$ cat src/design/iarf_pkg.sv
// ----------------------------------------------------------------------------
// iarf_pkg: integer ALU register file package
// Widths, operation and status codes, and sequencer states shared by the
// interfaces and the top level.
// ----------------------------------------------------------------------------
`default_nettype none

package iarf_pkg;

	localparam int REGISTERS_DEF = 16;
	localparam int WORD_W        = 64;
	localparam int IDX_W         = 4;
	localparam int OP_W          = 4;
	localparam int STATUS_W      = 2;
	localparam int CNT_W         = $clog2(WORD_W);
	localparam int SH_W          = $clog2(WORD_W);

	localparam logic ACT_EXEC = 1'b0;
	localparam logic ACT_LOAD = 1'b1;

	localparam logic [OP_W-1:0] OP_ADD  = 4'd0;
	localparam logic [OP_W-1:0] OP_SUB  = 4'd1;
	localparam logic [OP_W-1:0] OP_MUL  = 4'd2;
	localparam logic [OP_W-1:0] OP_DIV  = 4'd3;
	localparam logic [OP_W-1:0] OP_MOD  = 4'd4;
	localparam logic [OP_W-1:0] OP_AND  = 4'd5;
	localparam logic [OP_W-1:0] OP_OR   = 4'd6;
	localparam logic [OP_W-1:0] OP_XOR  = 4'd7;
	localparam logic [OP_W-1:0] OP_SHL  = 4'd8;
	localparam logic [OP_W-1:0] OP_SHR  = 4'd9;
	localparam logic [OP_W-1:0] OP_ROTL = 4'd10;

	localparam logic [STATUS_W-1:0] ST_OK    = 2'd0;
	localparam logic [STATUS_W-1:0] ST_DIVZ  = 2'd1;
	localparam logic [STATUS_W-1:0] ST_UNSUP = 2'd2;

	typedef enum logic [3:0] {
		S_IDLE = 4'b0001,
		S_OPER = 4'b0010,
		S_ITER = 4'b0100,
		S_FIN  = 4'b1000
	} state_t;

endpackage

`default_nettype wire

$ cat src/design/iarf_if.sv
// ----------------------------------------------------------------------------
// iarf_if: request and response channels
// Valid/ready channels carrying one instruction beat and one result beat.
// ----------------------------------------------------------------------------
`default_nettype none

interface iarf_req_if;
	logic                          valid;
	logic                          ready;
	logic                          action;
	logic [iarf_pkg::OP_W-1:0]     operation;
	logic [iarf_pkg::IDX_W-1:0]    first_index;
	logic [iarf_pkg::IDX_W-1:0]    second_index;
	logic [iarf_pkg::WORD_W-1:0]   load_value;

	modport source (output valid, action, operation, first_index, second_index,
		load_value, input ready);
	modport sink (input valid, action, operation, first_index, second_index,
		load_value, output ready);
endinterface

interface iarf_rsp_if;
	logic                          valid;
	logic                          ready;
	logic [iarf_pkg::WORD_W-1:0]   result_value;
	logic                          zero_flag;
	logic                          sign_flag;
	logic [iarf_pkg::STATUS_W-1:0] status;

	modport source (output valid, result_value, zero_flag, sign_flag, status,
		input ready);
	modport sink (input valid, result_value, zero_flag, sign_flag, status,
		output ready);
endinterface

`default_nettype wire

$ cat src/design/integer_alu_register_file.sv
// ----------------------------------------------------------------------------
// integer_alu_register_file: integer ALU on a 64-bit register file
// Two-register instructions and register loads; one shared 66-bit adder
// serves add, subtract, shift-add multiply and restoring divide.
// ----------------------------------------------------------------------------
//  channel | modport | beat
//  req     | sink    | action, operation, first_index, second_index, load_value
//  rsp     | source  | result_value, zero_flag, sign_flag, status
//
//  Load, error:            operand state, then finish state, to registered result.
//  Add, sub, logic, shift: operand, iteration and finish states.
//  Mul, div, mod:          operand, 64 passes through the shared adder, finish.
//  One beat at a time; ready returns as the result registers,
//  even while it waits on rsp. A second result holds until rsp takes the first.
//  Reset clears the file through per-register valid bits, no sweep.
// ----------------------------------------------------------------------------
`default_nettype none

module integer_alu_register_file #(
	parameter int REGISTERS = iarf_pkg::REGISTERS_DEF
) (
	input  wire        clk,
	input  wire        arst_n,
	iarf_req_if.sink   req,
	iarf_rsp_if.source rsp
);

	localparam int W  = iarf_pkg::WORD_W;
	localparam int AW = (REGISTERS > 1) ? $clog2(REGISTERS) : 1;
	localparam int EW = AW + iarf_pkg::IDX_W;
	localparam logic [iarf_pkg::CNT_W-1:0] CNT_LAST = iarf_pkg::CNT_W'(W - 1);

	iarf_pkg::state_t state_q;

	logic [W-1:0]           mem [REGISTERS];
	logic [REGISTERS-1:0]   valid_q;

	logic [EW-1:0]          ext_a, ext_b;
	logic [AW-1:0]          addr_a, addr_b;
	logic                   rng_a, rng_b;

	logic [W-1:0]           rd_a_q, rd_b_q;
	logic                   use_a_q, use_b_q;
	logic                   act_q;
	logic [iarf_pkg::OP_W-1:0] op_q;
	logic [AW-1:0]          wa_q;
	logic                   rng_wa_q;
	logic [W-1:0]           ld_q;

	logic [W-1:0]           a_q, b_q, acc_q, res_q;
	logic [iarf_pkg::CNT_W-1:0] cnt_q;
	logic [iarf_pkg::STATUS_W-1:0] status_q;
	logic                   wr_q, upd_q;
	logic [1:0]             flags_q;

	logic                   ovalid_q;
	logic [W-1:0]           ores_q;
	logic [1:0]             oflags_q;
	logic [iarf_pkg::STATUS_W-1:0] ostatus_q;

	logic [W-1:0]           opa, opb;
	logic [W+1:0]           add_x, add_y, sum;
	logic                   add_sub;
	logic [iarf_pkg::SH_W-1:0] sh;
	logic [2*W-1:0]         rot;
	logic [W-1:0]           step_res;
	logic                   ge;
	logic [W-1:0]           rem_n, quo_n;
	logic                   go;
	logic [1:0]             flags_n;
	logic                   accept;

	assign ext_a  = EW'(req.first_index);
	assign ext_b  = EW'(req.second_index);
	assign addr_a = ext_a[AW-1:0];
	assign addr_b = ext_b[AW-1:0];
	assign rng_a  = ext_a < EW'(REGISTERS);
	assign rng_b  = ext_b < EW'(REGISTERS);

	assign req.ready = (state_q == iarf_pkg::S_IDLE);
	assign accept    = req.valid && req.ready;

	assign opa = use_a_q ? rd_a_q : '0;
	assign opb = use_b_q ? rd_b_q : '0;

	// shared adder
	always_comb begin
		add_x   = {2'b00, a_q};
		add_y   = {2'b00, b_q};
		add_sub = 1'b0;
		case (op_q)
			iarf_pkg::OP_SUB: begin
				add_sub = 1'b1;
			end
			iarf_pkg::OP_MUL: begin
				add_x = {2'b00, acc_q};
				add_y = {2'b00, a_q};
			end
			iarf_pkg::OP_DIV, iarf_pkg::OP_MOD: begin
				add_x   = {1'b0, acc_q, a_q[W-1]};
				add_sub = 1'b1;
			end
			default: begin
			end
		endcase
	end

	assign sum   = add_x + (add_y ^ {(W+2){add_sub}}) + (W+2)'(add_sub);
	assign ge    = !sum[W+1];
	assign rem_n = ge ? sum[W-1:0] : {acc_q[W-2:0], a_q[W-1]};
	assign quo_n = {a_q[W-2:0], ge};

	assign sh  = b_q[iarf_pkg::SH_W-1:0];
	assign rot = {a_q, a_q} << sh;

	always_comb begin
		case (op_q)
			iarf_pkg::OP_ADD, iarf_pkg::OP_SUB: step_res = sum[W-1:0];
			iarf_pkg::OP_AND:  step_res = a_q & b_q;
			iarf_pkg::OP_OR:   step_res = a_q | b_q;
			iarf_pkg::OP_XOR:  step_res = a_q ^ b_q;
			iarf_pkg::OP_SHL:  step_res = a_q << sh;
			iarf_pkg::OP_SHR:  step_res = a_q >> sh;
			iarf_pkg::OP_ROTL: step_res = rot[2*W-1:W];
			default:           step_res = '0;
		endcase
	end

	assign go      = (state_q == iarf_pkg::S_FIN) && (!ovalid_q || rsp.ready);
	assign flags_n = upd_q ? {res_q[W-1], (res_q == '0)} : flags_q;

	// register file, read ports registered
	always_ff @(posedge clk) begin
		if (go && wr_q) begin
			mem[wa_q] <= res_q;
		end
		rd_a_q <= mem[addr_a];
		rd_b_q <= mem[addr_b];
	end

	// control
	always_ff @(posedge clk or negedge arst_n) begin
		if (!arst_n) begin
			state_q  <= iarf_pkg::S_IDLE;
			valid_q  <= '0;
			flags_q  <= '0;
			ovalid_q <= 1'b0;
			cnt_q    <= '0;
			use_a_q  <= 1'b0;
			use_b_q  <= 1'b0;
		end else begin
			use_a_q <= rng_a && valid_q[addr_a];
			use_b_q <= rng_b && valid_q[addr_b];
			if (rsp.ready) begin
				ovalid_q <= 1'b0;
			end
			case (state_q)
				iarf_pkg::S_IDLE: begin
					if (accept) begin
						state_q <= iarf_pkg::S_OPER;
					end
				end
				iarf_pkg::S_OPER: begin
					cnt_q <= '0;
					if (act_q == iarf_pkg::ACT_LOAD || op_q > iarf_pkg::OP_ROTL ||
						((op_q == iarf_pkg::OP_DIV || op_q == iarf_pkg::OP_MOD) &&
						opb == '0)) begin
						state_q <= iarf_pkg::S_FIN;
					end else begin
						state_q <= iarf_pkg::S_ITER;
					end
				end
				iarf_pkg::S_ITER: begin
					if (op_q == iarf_pkg::OP_MUL || op_q == iarf_pkg::OP_DIV ||
						op_q == iarf_pkg::OP_MOD) begin
						cnt_q <= cnt_q + 1'b1;
						if (cnt_q == CNT_LAST) begin
							state_q <= iarf_pkg::S_FIN;
						end
					end else begin
						state_q <= iarf_pkg::S_FIN;
					end
				end
				iarf_pkg::S_FIN: begin
					if (go) begin
						ovalid_q <= 1'b1;
						flags_q  <= flags_n;
						if (wr_q) begin
							valid_q[wa_q] <= 1'b1;
						end
						state_q <= iarf_pkg::S_IDLE;
					end
				end
				default: begin
					state_q <= iarf_pkg::S_IDLE;
				end
			endcase
		end
	end

	// datapath
	always_ff @(posedge clk) begin
		if (accept) begin
			act_q    <= req.action;
			op_q     <= req.operation;
			wa_q     <= addr_a;
			rng_wa_q <= rng_a;
			ld_q     <= req.load_value;
		end
		case (state_q)
			iarf_pkg::S_OPER: begin
				a_q      <= opa;
				b_q      <= opb;
				acc_q    <= '0;
				res_q    <= '0;
				status_q <= iarf_pkg::ST_OK;
				wr_q     <= rng_wa_q;
				upd_q    <= 1'b1;
				if (act_q == iarf_pkg::ACT_LOAD) begin
					res_q <= ld_q;
					upd_q <= 1'b0;
				end else if (op_q > iarf_pkg::OP_ROTL) begin
					status_q <= iarf_pkg::ST_UNSUP;
					wr_q     <= 1'b0;
					upd_q    <= 1'b0;
				end else if ((op_q == iarf_pkg::OP_DIV || op_q == iarf_pkg::OP_MOD) &&
					opb == '0) begin
					status_q <= iarf_pkg::ST_DIVZ;
					wr_q     <= 1'b0;
					upd_q    <= 1'b0;
				end
			end
			iarf_pkg::S_ITER: begin
				case (op_q)
					iarf_pkg::OP_MUL: begin
						if (b_q[0]) begin
							acc_q <= sum[W-1:0];
						end
						a_q   <= a_q << 1;
						b_q   <= b_q >> 1;
						res_q <= b_q[0] ? sum[W-1:0] : acc_q;
					end
					iarf_pkg::OP_DIV, iarf_pkg::OP_MOD: begin
						acc_q <= rem_n;
						a_q   <= quo_n;
						res_q <= (op_q == iarf_pkg::OP_DIV) ? quo_n : rem_n;
					end
					default: begin
						res_q <= step_res;
					end
				endcase
			end
			default: begin
			end
		endcase
		if (go) begin
			ores_q    <= res_q;
			oflags_q  <= flags_n;
			ostatus_q <= status_q;
		end
	end

	assign rsp.valid        = ovalid_q;
	assign rsp.result_value = ores_q;
	assign rsp.zero_flag    = oflags_q[0];
	assign rsp.sign_flag    = oflags_q[1];
	assign rsp.status       = ostatus_q;

	// checks
	a_cnt_idle: assert property (@(posedge clk) disable iff (!arst_n)
		(state_q != iarf_pkg::S_ITER) |-> (cnt_q == '0))
		else $error("iteration count left non-zero outside iteration");

	a_flags_hold: assert property (@(posedge clk) disable iff (!arst_n)
		!go |=> $stable(flags_q))
		else $error("flags changed without a finished instruction");

	a_err_nowrite: assert property (@(posedge clk) disable iff (!arst_n)
		((state_q == iarf_pkg::S_FIN) && (status_q != iarf_pkg::ST_OK)) |->
		(!wr_q && !upd_q))
		else $error("error result would change state");

	a_rsp_from_fin: assert property (@(posedge clk) disable iff (!arst_n)
		$rose(ovalid_q) |-> $past(state_q == iarf_pkg::S_FIN))
		else $error("response raised outside the finish step");

endmodule

`default_nettype wire
$ cat src/flat_wrapper.sv
// flat-port wrapper written by rule: the top's interface ports become plain ports
module integer_alu_register_file_flat 
#(
	parameter int REGISTERS = iarf_pkg::REGISTERS_DEF
)
  (clk, arst_n, req_valid, req_action, req_operation, req_first_index, req_second_index, req_load_value, req_ready, rsp_valid, rsp_result_value, rsp_zero_flag, rsp_sign_flag, rsp_status, rsp_ready);
  iarf_req_if req_i ();
  iarf_rsp_if rsp_i ();
  input  wire clk;
  input  wire arst_n;
  input wire logic [$bits(req_i.valid)-1:0] req_valid;
  input wire logic [$bits(req_i.action)-1:0] req_action;
  input wire logic [$bits(req_i.operation)-1:0] req_operation;
  input wire logic [$bits(req_i.first_index)-1:0] req_first_index;
  input wire logic [$bits(req_i.second_index)-1:0] req_second_index;
  input wire logic [$bits(req_i.load_value)-1:0] req_load_value;
  output wire logic [$bits(req_i.ready)-1:0] req_ready;
  output wire logic [$bits(rsp_i.valid)-1:0] rsp_valid;
  output wire logic [$bits(rsp_i.result_value)-1:0] rsp_result_value;
  output wire logic [$bits(rsp_i.zero_flag)-1:0] rsp_zero_flag;
  output wire logic [$bits(rsp_i.sign_flag)-1:0] rsp_sign_flag;
  output wire logic [$bits(rsp_i.status)-1:0] rsp_status;
  input wire logic [$bits(rsp_i.ready)-1:0] rsp_ready;
  assign req_i.valid = req_valid;
  assign req_i.action = req_action;
  assign req_i.operation = req_operation;
  assign req_i.first_index = req_first_index;
  assign req_i.second_index = req_second_index;
  assign req_i.load_value = req_load_value;
  assign req_ready = req_i.ready;
  assign rsp_valid = rsp_i.valid;
  assign rsp_result_value = rsp_i.result_value;
  assign rsp_zero_flag = rsp_i.zero_flag;
  assign rsp_sign_flag = rsp_i.sign_flag;
  assign rsp_status = rsp_i.status;
  assign rsp_i.ready = rsp_ready;
  integer_alu_register_file #(.REGISTERS(REGISTERS)) u_core (.clk(clk), .arst_n(arst_n), .req(req_i), .rsp(rsp_i));
endmodule
$ cat config.mk
export PLATFORM = sky130hd
export DESIGN_NAME = integer_alu_register_file_flat
export DESIGN_NICKNAME = d
export VERILOG_FILES = /design/src/design/iarf_pkg.sv /design/src/design/iarf_if.sv /design/src/design/integer_alu_register_file.sv /design/src/flat_wrapper.sv
export SDC_FILE = /design/constraint.sdc
export NUM_CORES = 2
export LEC_CHECK = 0
export BUFFER_PORTS_ARGS = -buffer_cell sky130_fd_sc_hd__buf_2
export CELL_PAD_IN_SITES_DETAIL_PLACEMENT = 0
export CELL_PAD_IN_SITES_GLOBAL_PLACEMENT = 1
export CORE_MARGIN = 10
export CORE_UTILIZATION = 44
export CTS_CLUSTER_SIZE = 10
export DETAILED_ROUTE_END_ITERATION = 16
export PLACE_DENSITY = 0.75
export REMOVE_ABC_BUFFERS = 1
export SLEW_MARGIN = 20
export SYNTH_ARGS = -nofsm -noshare
export SYNTH_HDL_FRONTEND = slang
export SYNTH_SLANG_ARGS = --single-unit
$ cat constraint.sdc
create_clock -name clk -period 17.5 [get_ports clk]
set_input_delay 0 -clock clk [delete_from_list [all_inputs] [get_ports clk]]
set_output_delay 0 -clock clk [all_outputs]
set_load 0.01 [all_outputs]
* After elaboration in Yosys (flattened, before gate mapping)
Memory sizes are Yosys's and may differ from the RTL's. A register that Yosys moved wholly into a read port is not among the register bits.
Cells that the tools add are included.
** Operators by class
- Add/sub/neg operators :: 3
- Magnitude comparators :: 7
- Equality and inequality tests :: 21
- Shifts and indexed selects :: 3
- Multiplexer cells :: 44
- Bitwise operators :: 5
- Reduce and logical (&&, ||, !) cells :: 29
** Operators by type and width (count)
- 64-bit case mux with 2 select lines :: 7
- 64-bit two-way mux :: 8
- 64-bit case mux with 7 select lines :: 1
- 65-bit case mux with 2 select lines :: 1
- 64-bit zero test :: 2
- 128-bit by 6-bit left shift with 128-bit output :: 1
- 65-bit by 66-bit adder with 66-bit output :: 1
- 66-bit by 1-bit adder with 66-bit output :: 1
- 64-bit by 66-bit bitwise XOR with 66-bit output :: 1
- 64-bit AND :: 1
- 64-bit bitwise OR :: 1
- 64-bit by 6-bit left shift with 64-bit output :: 1
- 64-bit by 6-bit right shift with 64-bit output :: 1
- 64-bit bitwise XOR :: 1
- 4-bit by 5-bit less-than comparator with 1-bit output (second input constant) :: 5
- 4-bit by 3-bit == test with 1-bit output (second input constant) :: 5
- 4-bit two-way mux :: 5
- 4-bit == test (second input constant) :: 4
- 16-bit bitwise OR :: 1
- 4-bit case mux with 4 select lines :: 1
- 1-bit two-way mux :: 14
- 4-bit by 2-bit == test with 1-bit output (second input constant) :: 3
- 6-bit case mux with 2 select lines :: 1
- 1-bit binary-select mux with 4-bit select :: 2
- 21 further kinds :: 43
** Word-level totals
- Bits in registers :: 433
- RAM bits :: 1024
- Output and inout bits :: 70
- Memories :: 1
** Memory list
- u_core.mem :: words 16, width 64, rd ports 2, clocked after Yosys merged registers in 2, write ports 1, line integer_alu_register_file.sv:35 : logic [W-1:0] mem [REGISTERS];

* Logic depth before layout (Yosys ltp)
- Depth after elaboration :: 10
- Mapped depth :: 23

* Worst setup path before layout
Ideal clock, no wire load.
- Path kind :: register to register
- Start point :: register u_core.state_q[1]
- End point :: register u_core.valid_q[0]
- Setup time :: 92 ps
- Data arrival time :: 9875 ps
- Path slack :: 7534 ps
- Cell stages (with the launch flop) :: 8
- Path through :: dfrtp_1 -> nor2_1 -> nand3b_1 -> a21oi_1 -> nand2_1 -> or3_1 -> nor3_1 -> or2_2
** On the way
- Longest elaborated chain between the ends :: 3
** RTL lines
- from (decl) :: line integer_alu_register_file.sv:33 : iarf_pkg::state_t state_q;
- from (signal assigned) :: line integer_alu_register_file.sv:144 : state_q <= iarf_pkg::S_IDLE;
- from (signal assigned) :: line integer_alu_register_file.sv:160 : state_q <= iarf_pkg::S_OPER;
- from (signal assigned) :: line integer_alu_register_file.sv:168 : state_q <= iarf_pkg::S_FIN;
- 4-bit == test :: line integer_alu_register_file.sv:129 : assign go = (state_q == iarf_pkg::S_FIN) && (!ovalid_q || rsp.ready);
- 1-bit logical AND :: line integer_alu_register_file.sv:129
- named net u_core.go :: line integer_alu_register_file.sv:69 : logic go;
- 3-bit AND reduction (no source line)
- to (signal assigned) :: line integer_alu_register_file.sv:145 : valid_q <= '0;
- to (signal, indexed assignment) :: line integer_alu_register_file.sv:189 : valid_q[wa_q] <= 1'b1;
- to (decl) :: line integer_alu_register_file.sv:36 : logic [REGISTERS-1:0] valid_q;
The timed path passes the listed nets, and every way through them passes these cells.
A chain may end at the register's enable or synchronous reset.

* Final worst setup path
- Start point :: register u_core.op_q[2] (netlist bit)
- End point :: register u_core.res_q[19] (data pin)
** On the way
- Longest elaborated chain between the ends :: 10
- Elaborated cells on any way between the ends :: 26
- Those cells by class :: add/sub (2); eq/ne (10); mux (9); bitwise (1); reduce/logical (4)
** RTL lines
- from (decl) :: line integer_alu_register_file.sv:45 : logic [iarf_pkg::OP_W-1:0] op_q;
- from (signal assigned) :: line integer_alu_register_file.sv:205 : op_q <= req.operation;
- 4-bit by 1-bit == test with 1-bit output (tied with other cells) :: line integer_alu_register_file.sv:91, integer_alu_register_file.sv:117
- 3-bit OR reduction (no source line)
- 1-bit two-way mux :: line integer_alu_register_file.sv:91 : case (op_q)
- 64-bit by 66-bit bitwise XOR with 66-bit output :: line integer_alu_register_file.sv:108 : assign sum = add_x + (add_y ^ {(W+2){add_sub}}) + (W+2)'(add_sub);
- 65-bit by 66-bit adder with 66-bit output :: line integer_alu_register_file.sv:108
- 66-bit by 1-bit adder with 66-bit output :: line integer_alu_register_file.sv:108
- 64-bit two-way mux :: line integer_alu_register_file.sv:110 : assign rem_n = ge ? sum[W-1:0] : {acc_q[W-2:0], a_q[W-1]};
- 64-bit two-way mux :: line integer_alu_register_file.sv:246 : res_q <= (op_q == iarf_pkg::OP_DIV) ? quo_n : rem_n;
- 64-bit case mux with 2 select lines * :: line integer_alu_register_file.sv:234 : case (op_q)
- 64-bit case mux with 2 select lines * :: line integer_alu_register_file.sv:210 : case (state_q)
- to (signal assigned) :: line integer_alu_register_file.sv:241 : res_q <= b_q[0] ? sum[W-1:0] : acc_q;
- to (signal assigned) :: line integer_alu_register_file.sv:246
- to (signal assigned) :: line integer_alu_register_file.sv:249 : res_q <= step_res;
- to (decl) :: line integer_alu_register_file.sv:50 : logic [W-1:0] a_q, b_q, acc_q, res_q;
Every way passes the cells marked *; elsewhere a longest branch is shown, timed or not.

==> reports/metrics.yaml <==
timing.rr.start: "u_core.op_q[2]"
synthAdderAreaFrac: 0.0277
synth_edf_count: 1425
min_from: "req_second_index[1]"
period_needed_ns: 7.95
ys_seq_elements: 1584
r2r-end: "u_core.res_q[19]"
vias_per_cell: 6.94
critPathArrivalTime_ns: 8.54
crit_type: "flip-flop to flip-flop"
critPathRequiredTime_ns: 18.09
status: "finished clean"
preCtsSetupSlack_ns: 9.69
antenna_found_initial: 33
hold_end: "u_core.use_b_q"
synth_commonest_cells: "edfxtp_1, mux4_2, nor2_1"
wl_met2_um: 153000
synthSimpleGateAreaFrac: 0.0724
yosysTopAreaCellShare: 0.487
yosysTopAreaCell: "edfxtp_1"
cts_buffer_depth: 3
critPathCaptureType: "flip-flop"
syn_area_um2: 87900
dr.pass1.iters: 9
place.port_buffers: 150
grt.total_usage: 0.310
timing.setup.tns_ns: 0
fin_skew_ns: 0.0654
die_area_um2: 218000
crit_path_max_fanout: 46
vias: 64908
leakagePower_nw: 33.6
place_hpwl_um: 234000
synth_top_cells_by_area: "edfxtp_1, mux4_2, dfxtp_1, ha_1, o21ai_0"
synthArstFlopShare: 0.0196
row_count: 163
critPathLaunchType: "flip-flop"
finalPower_w: 0.0130
synth_xor_area_frac: 0.0113
cts_buffers: 182
die_h_um: 467
drt-total-wl_um: 347000
ios: 151
p_per_area_nw_per_um2: 131
synthMuxAreaShare: 0.230
hold_buffers: 152
core_um2: 198000
layout_setup_ws_ns: 9.55
routedWlPerCell_um: 37.1
cap_violations: 0
post_cts_resized: 0
cts_root_buf: "clkbuf_16"
max_freq_mhz: 126
place_congestion: 1.03
startpoint: "u_core.op_q[2]"
yosys_warnings: 0
synth_top_family_by_area: "multiplexers"
drtIter0Drc: 10577
rr_worst_depth: 17
highest_layer: "met5"
grt-ovfl-total: 0
hold_path.class: "primary input to flip-flop"
peakVddDrop_mv: 0.118
cts.sinks: 1584
grt_pass1_wl_um: 487000
finalSetupViolCount: 0
slew_viol_final: 0
cts.clk_slew.worst_paths_ns: 0.06
syn_area_per_cell_um2: 13.6
die_x_um: 467
grt_max_degree: 169
post_cts_buffers: 0
cts_tree: "done"
yosysMostFrequentCell: "edfxtp_1"
start_util: 0.444
met3_length_um: 39600
yosysUniqueCellTypes: 96
grt_pass1_vias: 63058
relSlewSlack: 0.141
finalNetCount: 6835
drive_gt1_frac: 0.224
area_growth_pct: 12.3
hold_viol: 0
synth_compound_area_frac: 0.101
wl_met1_um: 131000
timing.final.crit_share: 0.454
yosys_most_used_dff: "edfxtp_1"
yosysSeqAreaShare: 0.525
fillers: 16742
worst_slew_pin_slew_ns: 1.29
h-tree-depth: 4
syn_inst: 6452
clock_latency_ns: 0.88
ff2ff_setup_slack_ns: 9.55
holdPathStages: 3
rsz0062_at_grt: "false"
drtAntennaViolNets: 0
drc: 0
[sequential cells by signal, indices dropped and copies added, names as in the netlist, 2 cells and up]
register                 count
u_core.mem                1024
u_core.a_q                  64
u_core.acc_q                64
u_core.b_q                  64
u_core.ld_q                 64
u_core.rd_a_q               64
u_core.rd_b_q               64
u_core.res_q                64
u_core.rsp.result_value     64
u_core.valid_q              16
u_core.cnt_q                 6
u_core.op_q                  4
u_core.state_q               4
u_core.wa_q                  4
u_core.flags_q               2
u_core.oflags_q              2
u_core.rsp.status            2
u_core.status_q              2
[placed cells by master (no fill, tap or decap), types with 30 or more instances in the layout]
| cell | netlist | layout |
|---|---|---|
| o211ai_1 | 42 | 42 |
| a21o_1 | 42 | 42 |
| clkbuf_16 | 0 | 187 |
| dfxtp_1 | 128 | 128 |
| ha_1 | 193 | 193 |
| mux4_2 | 799 | 799 |
| dlygate4sd3_1 | 0 | 151 |
| clkbuf_1 | 401 | 123 |
| a221oi_1 | 47 | 47 |
| nor3_1 | 76 | 70 |
| nand2_1 | 420 | 415 |
| a211oi_1 | 62 | 62 |
| o21ai_0 | 428 | 425 |
| a22oi_1 | 133 | 133 |
| a31oi_1 | 30 | 30 |
| a21oi_1 | 348 | 344 |
| a222oi_1 | 40 | 40 |
| inv_1 | 158 | 158 |
| mux2_2 | 51 | 51 |
| mux2i_1 | 164 | 164 |
| nand3_1 | 185 | 183 |
| nor4_1 | 36 | 32 |
| nor2_1 | 519 | 498 |
| xnor2_1 | 93 | 93 |
| nand4_1 | 35 | 35 |
| edfxtp_1 | 1425 | 1425 |
| buf_4 | 10 | 179 |
| buf_2 | 41 | 144 |
[layer usage]
layer | vias up | track usage
met5 | - | 0
met4 | 22 | 0.177
met3 | 872 | 0.0722
met2 | 4654 | 0.461
met1 | 33350 | 0.417
li1 | 26010 | -
[how the worst max path moves through the flow]
stage	slack, ns	cells after the start	endpoint
after floorplan	2.24	15	u_core.acc_q[5]
after global placement	9.88	17	u_core.res_q[19]
after detailed placement	9.69	17	u_core.res_q[19]
after CTS	9.65	17	u_core.res_q[19]
after global routing	9.36	17	u_core.res_q[19]
final	9.55	17	u_core.res_q[19]
[worst max-delay path: stages (launching register included)]
cell and delay, ns:
edfxtp_1 0.86, nand2_1 0.34, a21oi_4 0.81, buf_4 0.52, buf_4 0.53, xnor2_1 0.15
ha_1 0.47, nand2_1 0.17, o21ai_0 0.59, o21ai_0 0.22, a31oi_1 0.48, a32o_1 0.31
o21ai_4 0.14, nand2_4 0.35, buf_4 0.80, mux2i_1 0.32, a21oi_1 0.09, or3b_1 0.39
[logic make-up after synthesis]
kind of cell	after synthesis
AOI/OAI and AO/OA	1388
xor gates and xnor gates	112
adders and majority gates	194
buffers and inverters	728
DFF	1584
muxes	1016
and+or+nand+nor	1430
[where the power goes]
group          switching [W]  internal (W)
Clock                0.00155       0.00205
Combinational        0.00297       0.00146
Sequential          0.000427       0.00451
Total                0.00494       0.00802
[metrics by stage]
stage / util / cell area, um^2 / hold WS [ns] / instances
floorplan: - / 85600 / -0.296 / 5886
global placement: 0.462 / 91500 / 0.176 / 8860
detailed placement: 0.462 / 91600 / 0.178 / 8861
CTS: 0.498 / 98600 / 0.00268 / 9346
global route: 0.498 / 98700 / 0.0699 / 9351
finish: 0.498 / 98700 / 0.0599 / 9354
[final cells by class]
type,count,area [um^2],area share
Antenna cell,5,12.5,0.000127
Clock buffer,316,5220,0.0529
Clock inverter,17,303,0.00307
Inverter,162,613,0.00621
Multi-Input combinational cell,4140,39200,0.398
Sequential cell,1584,46100,0.467
Tap cell,2640,3300,0.0335
Timing Repair Buffer,490,3870,0.0392
Note: power is estimated with default switching activity, not from simulation.
